### config.mk
export PLATFORM = sky130hd
export DESIGN_NAME = pat_section_program_table
export DESIGN_NICKNAME = d
export VERILOG_FILES = /design/src/hw/rtl/pat_pkg.sv /design/src/hw/rtl/pat_table.sv /design/src/hw/rtl/pat_section_program_table.sv
export VERILOG_INCLUDE_DIRS = /design/src /design/src/hw/rtl
export SDC_FILE = /design/constraint.sdc
export NUM_CORES = 2
export LEC_CHECK = 0
export BUFFER_PORTS_ARGS = -buffer_cell sky130_fd_sc_hd__clkbuf_2
export CORE_MARGIN = 8
export CORE_UTILIZATION = 30
export CTS_CLUSTER_SIZE = 24
export DETAILED_ROUTE_END_ITERATION = 10
export GPL_TIMING_DRIVEN = 0
export PLACE_DENSITY_LB_ADDON = 0.08
export SETUP_SLACK_MARGIN = 0.05
export SLEW_MARGIN = 20
export SYNTH_ARGS = -nofsm -noshare
export SYNTH_HDL_FRONTEND = slang
export SYNTH_SLANG_ARGS = --single-unit
### constraint.sdc
create_clock -name clock -period 10.04 [get_ports clock]
set_input_delay 0.502 -clock clock [delete_from_list [all_inputs] [get_ports clock]]
set_output_delay 0.502 -clock clock [all_outputs]
set_load 0.05 [all_outputs]
### src/hw/rtl/pat_section_program_table_assert.svh
// ----------------------------------------------------------------------------
// PAT section program table assertion macros
// Concurrent checks that compile away under synthesis.
// ----------------------------------------------------------------------------
`ifndef PAT_SECTION_PROGRAM_TABLE_ASSERT_SVH
`define PAT_SECTION_PROGRAM_TABLE_ASSERT_SVH

`ifndef SYNTHESIS

`define PAT_ASSERT(lbl, clk, rst, prop) \
   lbl: assert property (@(posedge clk) disable iff (rst) prop) \
      else $error("pat assertion failed");

`define PAT_ASSERT_NEVER(lbl, clk, rst, cond) \
   lbl: assert property (@(posedge clk) disable iff (rst) !(cond)) \
      else $error("pat forbidden condition");

`else

`define PAT_ASSERT(lbl, clk, rst, prop)

`define PAT_ASSERT_NEVER(lbl, clk, rst, cond)

`endif

`endif

### src/hw/rtl/pat_pkg.sv
// ----------------------------------------------------------------------------
// PAT package
// Types, constants and codes shared by the PAT section program table.
// ----------------------------------------------------------------------------
package pat_pkg;

   localparam int MAX_PROGRAMS      = 64;
   localparam int MAX_SECTION_BYTES = 1024;
   localparam int ADDR_W            = $clog2(MAX_PROGRAMS);
   localparam int CNT_W             = $clog2(MAX_PROGRAMS + 1);
   localparam int POS_W             = $clog2(MAX_SECTION_BYTES + 1);

   localparam int FIRST_ENTRY   = 8;
   localparam int ENTRY_BYTES   = 4;
   localparam int ENTRY_LSB_W   = $clog2(ENTRY_BYTES);
   localparam int COMMIT_START  = FIRST_ENTRY + 5;
   localparam int TSID_POS      = 4;
   localparam int WINDOW_W      = 48;
   localparam logic [4:0] PID_HIGH_MASK = 5'h1f;

   localparam logic FUNC_BYTE   = 1'b0;
   localparam logic FUNC_LOOKUP = 1'b1;
   localparam logic KIND_STATUS = 1'b0;
   localparam logic KIND_LOOKUP = 1'b1;

   typedef struct packed {
      logic        func;
      logic [7:0]  data_byte;
      logic        last_byte;
      logic [15:0] service_id;
   } pat_req_type;

   typedef struct packed {
      logic        kind;
      logic [12:0] pmt_pid;
      logic        found;
      logic [6:0]  entry_count;
      logic        table_updated;
      logic        overflow;
      logic        section_ok;
   } pat_rsp_type;

   typedef struct packed {
      logic [15:0] prog;
      logic [12:0] pid;
   } pat_entry_type;

   typedef struct packed {
      logic              en;
      logic [ADDR_W-1:0] addr;
      pat_entry_type     entry;
   } pat_wr_type;

   typedef struct packed {
      logic        busy;
      logic        done;
      logic        found;
      logic [12:0] pid;
   } pat_srch_type;

endpackage

### src/hw/rtl/pat_table.sv
// ----------------------------------------------------------------------------
// PAT entry table
// Entry memory with one write port and a sequential first-match search.
// ----------------------------------------------------------------------------
module pat_table (
   input  logic                        clock,
   input  logic                        reset,
   input  pat_pkg::pat_wr_type         wr,
   input  logic                        start,
   input  logic [15:0]                 sid,
   input  logic [pat_pkg::CNT_W-1:0]   count,
   input  logic                        take,
   output pat_pkg::pat_srch_type       srch
);
   import pat_pkg::*;

   typedef enum logic [1:0] {ST_IDLE, ST_READ, ST_CMP, ST_DONE} state_type;

   state_type     state_ff;
   logic [CNT_W-1:0] idx_ff;
   logic [15:0]   sid_ff;
   logic          found_ff;
   logic [12:0]   pid_ff;
   pat_entry_type rd_ff;
   pat_entry_type mem [MAX_PROGRAMS];

   always_ff @(posedge clock) begin
      if (wr.en) begin
         mem[wr.addr] <= wr.entry;
      end
      rd_ff <= mem[idx_ff[ADDR_W-1:0]];
   end

   always_ff @(posedge clock) begin
      if (reset) begin
         state_ff <= ST_IDLE;
         idx_ff   <= '0;
      end else begin
         case (state_ff)
            ST_IDLE: begin
               if (start) begin
                  idx_ff   <= '0;
                  sid_ff   <= sid;
                  found_ff <= 1'b0;
                  pid_ff   <= '0;
                  state_ff <= ST_READ;
               end
            end
            ST_READ: begin
               if (idx_ff < count) begin
                  state_ff <= ST_CMP;
               end else begin
                  state_ff <= ST_DONE;
               end
            end
            ST_CMP: begin
               if (rd_ff.prog == sid_ff) begin
                  found_ff <= 1'b1;
                  pid_ff   <= rd_ff.pid;
                  state_ff <= ST_DONE;
               end else begin
                  idx_ff   <= idx_ff + CNT_W'(1);
                  state_ff <= ST_READ;
               end
            end
            ST_DONE: begin
               if (take) begin
                  state_ff <= ST_IDLE;
               end
            end
            default: begin
               state_ff <= ST_IDLE;
            end
         endcase
      end
   end

   assign srch.busy  = (state_ff != ST_IDLE);
   assign srch.done  = (state_ff == ST_DONE);
   assign srch.found = found_ff;
   assign srch.pid   = pid_ff;

endmodule

### src/hw/rtl/pat_section_program_table.sv
// ----------------------------------------------------------------------------
// PAT section program table
// Parses PAT section bytes into a program table and answers PMT PID lookups.
// ----------------------------------------------------------------------------
//   channel   dir  payload        beat
//   req_      in   pat_req_type   section byte or lookup
//   rsp_      out  pat_rsp_type   end-of-section status or lookup answer
//
// A section byte writes at most one table entry.
// A lookup holds ready low while it reads and compares the stored entries in
// order, through a registered entry memory read, up to a hit or the last entry.
// Reset clears control state only; the table needs no clearing pass.
// Requests stall while a lookup runs or a response is held unaccepted.
// ----------------------------------------------------------------------------
module pat_section_program_table (
   input  logic                 clock,
   input  logic                 reset,
   input  logic                 req_valid,
   output logic                 req_ready,
   input  pat_pkg::pat_req_type req_data,
   output logic                 rsp_valid,
   input  logic                 rsp_ready,
   output pat_pkg::pat_rsp_type rsp_data
);
   import pat_pkg::*;
   `include "pat_section_program_table_assert.svh"

   logic [POS_W-1:0]    byte_position_ff, byte_position_in;
   logic [15:0]         stream_id_ff, stream_id_in;
   logic                stream_id_valid_ff, stream_id_valid_in;
   logic                refilling_ff, refilling_in;
   logic [WINDOW_W-1:0] byte_window_ff, byte_window_in;
   logic [CNT_W-1:0]    stored_count_ff, stored_count_in;
   logic                dropped_flag_ff, dropped_flag_in;
   logic                rsp_valid_ff, rsp_valid_in;
   pat_rsp_type         rsp_data_ff, rsp_data_in;

   pat_wr_type   wr;
   pat_srch_type srch;
   logic         start;
   logic         take;
   logic         req_fire;
   logic         out_free;

   assign out_free  = !rsp_valid_ff || rsp_ready;
   assign req_ready = !srch.busy && out_free;
   assign req_fire  = req_valid && req_ready;

   always_comb begin
      logic [POS_W-1:0] pos_diff;
      logic [15:0]      prog;
      pos_diff           = byte_position_ff - POS_W'(COMMIT_START);
      prog               = '0;
      byte_position_in   = byte_position_ff;
      stream_id_in       = stream_id_ff;
      stream_id_valid_in = stream_id_valid_ff;
      refilling_in       = refilling_ff;
      byte_window_in     = byte_window_ff;
      stored_count_in    = stored_count_ff;
      dropped_flag_in    = dropped_flag_ff;
      rsp_valid_in       = rsp_valid_ff && !rsp_ready;
      rsp_data_in        = rsp_data_ff;
      wr                 = '0;
      start              = 1'b0;
      take               = 1'b0;

      if (req_fire && req_data.func == FUNC_LOOKUP) begin
         start = 1'b1;
      end

      if (req_fire && req_data.func == FUNC_BYTE) begin
         if (byte_position_ff < POS_W'(MAX_SECTION_BYTES)) begin
            byte_window_in = {byte_window_ff[WINDOW_W-9:0], req_data.data_byte};
            if (byte_position_ff == POS_W'(TSID_POS) &&
                (!stream_id_valid_ff || byte_window_in[15:0] != stream_id_ff)) begin
               stream_id_in       = byte_window_in[15:0];
               stream_id_valid_in = 1'b1;
               stored_count_in    = '0;
               dropped_flag_in    = 1'b0;
               refilling_in       = 1'b1;
            end
            prog = byte_window_in[47:32];
            if (refilling_in && byte_position_ff >= POS_W'(COMMIT_START) &&
                pos_diff[ENTRY_LSB_W-1:0] == '0 && prog != '0) begin
               if (stored_count_in < CNT_W'(MAX_PROGRAMS)) begin
                  wr.en         = 1'b1;
                  wr.addr       = stored_count_in[ADDR_W-1:0];
                  wr.entry.prog = prog;
                  wr.entry.pid  = {byte_window_in[28:24] & PID_HIGH_MASK,
                                   byte_window_in[23:16]};
                  stored_count_in = stored_count_in + CNT_W'(1);
               end else begin
                  dropped_flag_in = 1'b1;
               end
            end
            byte_position_in = byte_position_ff + POS_W'(1);
         end
         if (req_data.last_byte) begin
            rsp_valid_in              = 1'b1;
            rsp_data_in.kind          = KIND_STATUS;
            rsp_data_in.pmt_pid       = '0;
            rsp_data_in.found         = 1'b0;
            rsp_data_in.entry_count   = 7'(stored_count_in);
            rsp_data_in.table_updated = refilling_in;
            rsp_data_in.overflow      = dropped_flag_in;
            rsp_data_in.section_ok    = 1'b1;
            byte_position_in          = '0;
            byte_window_in            = '0;
            refilling_in              = 1'b0;
            dropped_flag_in           = 1'b0;
         end
      end

      if (srch.done && out_free) begin
         take                      = 1'b1;
         rsp_valid_in              = 1'b1;
         rsp_data_in.kind          = KIND_LOOKUP;
         rsp_data_in.pmt_pid       = srch.pid;
         rsp_data_in.found         = srch.found;
         rsp_data_in.entry_count   = 7'(stored_count_ff);
         rsp_data_in.table_updated = 1'b0;
         rsp_data_in.overflow      = 1'b0;
         rsp_data_in.section_ok    = 1'b0;
      end
   end

   always_ff @(posedge clock) begin
      if (reset) begin
         byte_position_ff   <= '0;
         stream_id_ff       <= '0;
         stream_id_valid_ff <= 1'b0;
         refilling_ff       <= 1'b0;
         byte_window_ff     <= '0;
         stored_count_ff    <= '0;
         dropped_flag_ff    <= 1'b0;
         rsp_valid_ff       <= 1'b0;
      end else begin
         byte_position_ff   <= byte_position_in;
         stream_id_ff       <= stream_id_in;
         stream_id_valid_ff <= stream_id_valid_in;
         refilling_ff       <= refilling_in;
         byte_window_ff     <= byte_window_in;
         stored_count_ff    <= stored_count_in;
         dropped_flag_ff    <= dropped_flag_in;
         rsp_valid_ff       <= rsp_valid_in;
      end
      rsp_data_ff <= rsp_data_in;
   end

   pat_table u_table (
      .clock (clock),
      .reset (reset),
      .wr    (wr),
      .start (start),
      .sid   (req_data.service_id),
      .count (stored_count_ff),
      .take  (take),
      .srch  (srch)
   );

   assign rsp_valid = rsp_valid_ff;
   assign rsp_data  = rsp_data_ff;

   `PAT_ASSERT_NEVER(a_count_range, clock, reset, stored_count_ff > CNT_W'(MAX_PROGRAMS))
   `PAT_ASSERT(a_lookup_busy, clock, reset,
      (req_fire && req_data.func == FUNC_LOOKUP) |=> srch.busy)
   `PAT_ASSERT(a_status_form, clock, reset,
      (rsp_valid_ff && rsp_data_ff.kind == KIND_STATUS) |->
      (rsp_data_ff.section_ok && !rsp_data_ff.found))
   `PAT_ASSERT(a_window_start, clock, reset,
      (byte_position_ff == '0) |-> (byte_window_ff == '0))

endmodule

==> impl_metrics.yaml <==
outcome:
  status: "finished, final reports clean"
timing:
  tns_ns: 0
  setup_viol: 0
  fin_skew_ns: 0.0392
  hold_viol: 0
  final.min_clock_period_ns: 4.81
  worst_hold_slack_ns: 0.0880
  finalCritPeriodShare: 0.479
  slew_viol_final: 0
  max_freq_mhz: 208
  rsz0062_at_grt: "no"
  relSlewSlack: 0.197
  worst_pin_slew_ns: 1.20
placed_design:
  place_hpwl_um: 172000
  io_buffers: 55
  place_congestion: 0.751
  post-place-cells: 6903
logic_synthesis:
  synth_top_family_by_area: "multiplexers"
  synth_compound_area_frac: 0.0104
  ys_seq_area_frac: 0.771
  synth-edff-count: 1907
  netlist_area_mm2: 0.0774
  synth.mux.area_fraction: 0.177
  ys_seq_elements: 2027
  ys_warn_count: 0
  ys.flop_type: "edfxtp_1"
  postSynthAreaPerCell_um2: 23.2
  post_synth_num_cell_types: 64
  syn_nets: 3384
  yosys.area_share.simple: 0.0232
  synthArstFlopShare: 0
  synth_xor_area_frac: 0.00520
  yosys.area_share.adder: 0.00194
  synth_cells: 3342
detailed_routing:
  vias_per_cell: 5.03
  wl_per_cell_um: 33.5
  drc: 0
  num_vias: 37029
  ant_nets: 0
  drt_iter0_drc: 3537
  first_pass_iters: 5
  drt-total-wl_um: 246000
critical_path:
  worst-path-stages: 11
  crit_fanout: 15
  worstPathCellList: "or4_1 > nor2_1 > nand4b_1 > a41oi_2 > buf_2 > nor2b_1 > ha_1 > inv_1 > nand4_4 > nor2_4 > buf_12"
  startpoint_type: "register"
  arrival_ns: 5.35
  cp_slowest_stage_delay_ns: 0.78
  crit_required_ns: 10.59
  crit_family: "simple AND/OR/NAND/NOR gates"
  r2r_cells: 11
  endpoint_kind: "register"
  critPathKind: "reg2reg"
  critPathLaunch: "byte_position_ff[6]"
  cpMaxStageDelayCell: "nor2_4"
  r2r-start: "byte_position_ff[6]"
  critPathBufInv: 3
clocking:
  cts_hold_buf: 24
  htree_levels: 4
  clk_latency_ns: 0.87
  numCtsBuffers: 227
  post_cts_buffers: 0
  path_clk_slew_ns: 0.06
  cts_buffer_depth: 3
  cts_tree: "done"
  clock_sinks: 2027
  ctsRootBufferMaster: "clkbuf_16"
  ctsResizeCount: 0
floorplan:
  core_mm2: 0.257
  fp.dieArea_mm2: 0.275
  die_x_um: 524
  rows: 186
  ios: 57
  initial_core_util: 0.302
  die_y_um: 524
pwr:
  power_leakage_nw: 32.7
  p_int_w: 0.0139
  powerDensity_mw_per_mm2: 188
  p_switching_w: 0.00354
  seqPwrFrac: 0.525
  p_sw_frac: 0.203
  comb_power_share: 0.012
  clkPwrFrac: 0.463
  ir_drop_mv: 0.180
hold_path:
  hold_depth: 4
  holdCritStartpoint: "req_data[16]"
  min_path_type: "in2reg"
run:
  maxCapViolCount: 0
final_layout:
  area_growth_pct: 19.7
  fin_cells: 7360
  nets: 3815
  layout-drive-gt1-share: 0.322
global_route:
  gr-total-overflow: 0
  grt_start_max_net_pins: 65
  grt.total_usage: 0.179
  grt_pass1_vias: 38224
  grt_pass1_wl_um: 338000
  grt_antenna_before_repair: 27
[synth_stat cells, types with 3 or more instances]
cell      number  share of area
ha_1          12         0.0019
inv_1         13        0.00063
a22oi_1       42         0.0041
o21ai_1        3        0.00019
nor2_1       127         0.0062
edfxtp_1    1907           0.74
xor2_1         9         0.0010
o21ai_0        9        0.00058
buf_2         42         0.0027
or4_1          3        0.00029
and2_1        59         0.0048
clkbuf_1     107         0.0052
a31oi_1        7        0.00057
nand4_4        6         0.0016
clkinv_1       3        0.00015
nor3_1        14        0.00091
and4_1         3        0.00034
xnor2_1       37         0.0042
nor2_2         8        0.00065
dfxtp_1      120          0.031
nor4_1         9        0.00073
nand2b_1       5        0.00040
nand4_1       20         0.0016
nand4b_1       4        0.00045
nor2b_1        3        0.00024
buf_4          4        0.00039
nand3_1       28         0.0018
buf_6          6        0.00087
buf_1         14        0.00068
nand2_1       37         0.0018
mux4_2       609           0.18
a21oi_1       31         0.0020
[sequential cells by signal, indices dropped and copies added (netlist names)]
signal              count
byte_position_ff       11
byte_window_ff         40
dropped_flag_ff         1
refilling_ff            1
rsp_data               25
rsp_valid               1
stored_count_ff         7
stream_id_ff           16
stream_id_valid_ff      1
u_table.found_ff        1
u_table.idx_ff          7
u_table.mem          1856
u_table.pid_ff         13
u_table.rd_ff          29
u_table.sid_ff         16
u_table.state_ff        2
[power by group through the flow]
stage	Clock, W	Sequential (W)	Combinational, W
4_1_cts	0.00829	0.00913	0.000212
3_5_place_dp	0	0.00931	0.000204
5_1_grt	0.00858	0.00913	0.000222
2_1_floorplan	0	0.00933	0.000104
6_report	0.00806	0.00913	0.000206
3_3_place_gp	0	0.00931	0.000201
[final timing paths]
check                           slack, ns                   to
worst max register to register       5.23  u_table.mem[34][18]
worst min-delay path                 0.09      dropped_flag_ff
worst min register to register       0.45         rsp_data[24]
worst max-delay path                 5.23  u_table.mem[34][18]
[cell families after synthesis]
| logic type | after synthesis |
|---|---|
| flops | 2027 |
| fa+ha+maj | 12 |
| simple gates | 339 |
| compound gates | 116 |
| buf+inv | 191 |
| xor+xnor | 46 |
| mux | 611 |
[metal layers]
layer | vias up | global-route usage | routed length [um]
li1 | 15143 | - | -
met1 | 20638 | 0.254 | 111000
met2 | 988 | 0.295 | 119000
met3 | 258 | 0.0244 | 12000
met4 | 2 | 0.0353 | 4320
met5 | - | 0 | 13
[worst min-delay path, delay by kind of cell]
kind | cells | cell delay, ns
AOI/OAI and AO/OA | 1 | 0.14
and+or+nand+nor | 1 | 0.06
buffers and inverters | 2 | 0.20
[through the flow]
| stage | power (W) | instance area, um2 | util | worst slack (ns) |
|---|---|---|---|---|
| 2_1_floorplan | 0.00943 | 77400 | - | 5.31 |
| 3_3_place_gp | 0.00951 | 81900 | 0.319 | 0.572 |
| 3_5_place_dp | 0.00952 | 85200 | 0.332 | 5.20 |
| 4_1_cts | 0.0176 | 92600 | 0.361 | 5.22 |
| 5_1_grt | 0.0179 | 92600 | 0.361 | 5.06 |
| 6_report | 0.0174 | 92600 | 0.361 | 5.23 |
[placed cells by master (no fill, tap or decap), types with 13 or more instances in the layout]
| cell type | synthesis | routed |
|---|---|---|
| bufinv_16 | 0 | 14 |
| buf_16 | 0 | 44 |
| clkbuf_1 | 107 | 149 |
| buf_12 | 1 | 69 |
| dlygate4sd3_1 | 0 | 24 |
| nand3_1 | 28 | 27 |
| nand4_1 | 20 | 20 |
| and2_4 | 1 | 30 |
| nand2_1 | 37 | 36 |
| nor2_4 | 1 | 65 |
| and2_1 | 59 | 30 |
| clkbuf_16 | 0 | 234 |
| clkinv_1 | 3 | 62 |
| clkinv_2 | 0 | 26 |
| inv_1 | 13 | 13 |
| xnor2_1 | 37 | 37 |
| nor3_1 | 14 | 13 |
| edfxtp_1 | 1907 | 1907 |
| nor2_1 | 127 | 71 |
| a21oi_1 | 31 | 31 |
| buf_2 | 42 | 45 |
| a22oi_1 | 42 | 42 |
| dfxtp_1 | 120 | 120 |
| clkbuf_2 | 1 | 79 |
| mux4_2 | 609 | 609 |
[final cells by class]
class,count,area (um2)
Buffer,175,820
Timing Repair Buffer,202,3200
Multi-Input combinational cell,1124,17500
Clock buffer,311,6250
Sequential cell,2027,59700
Tap cell,3384,4230
Antenna cell,12,30.0
Inverter,16,60.1
Fill cell,23429,164000
Clock inverter,109,918
Power figures use the tool's default switching activity.
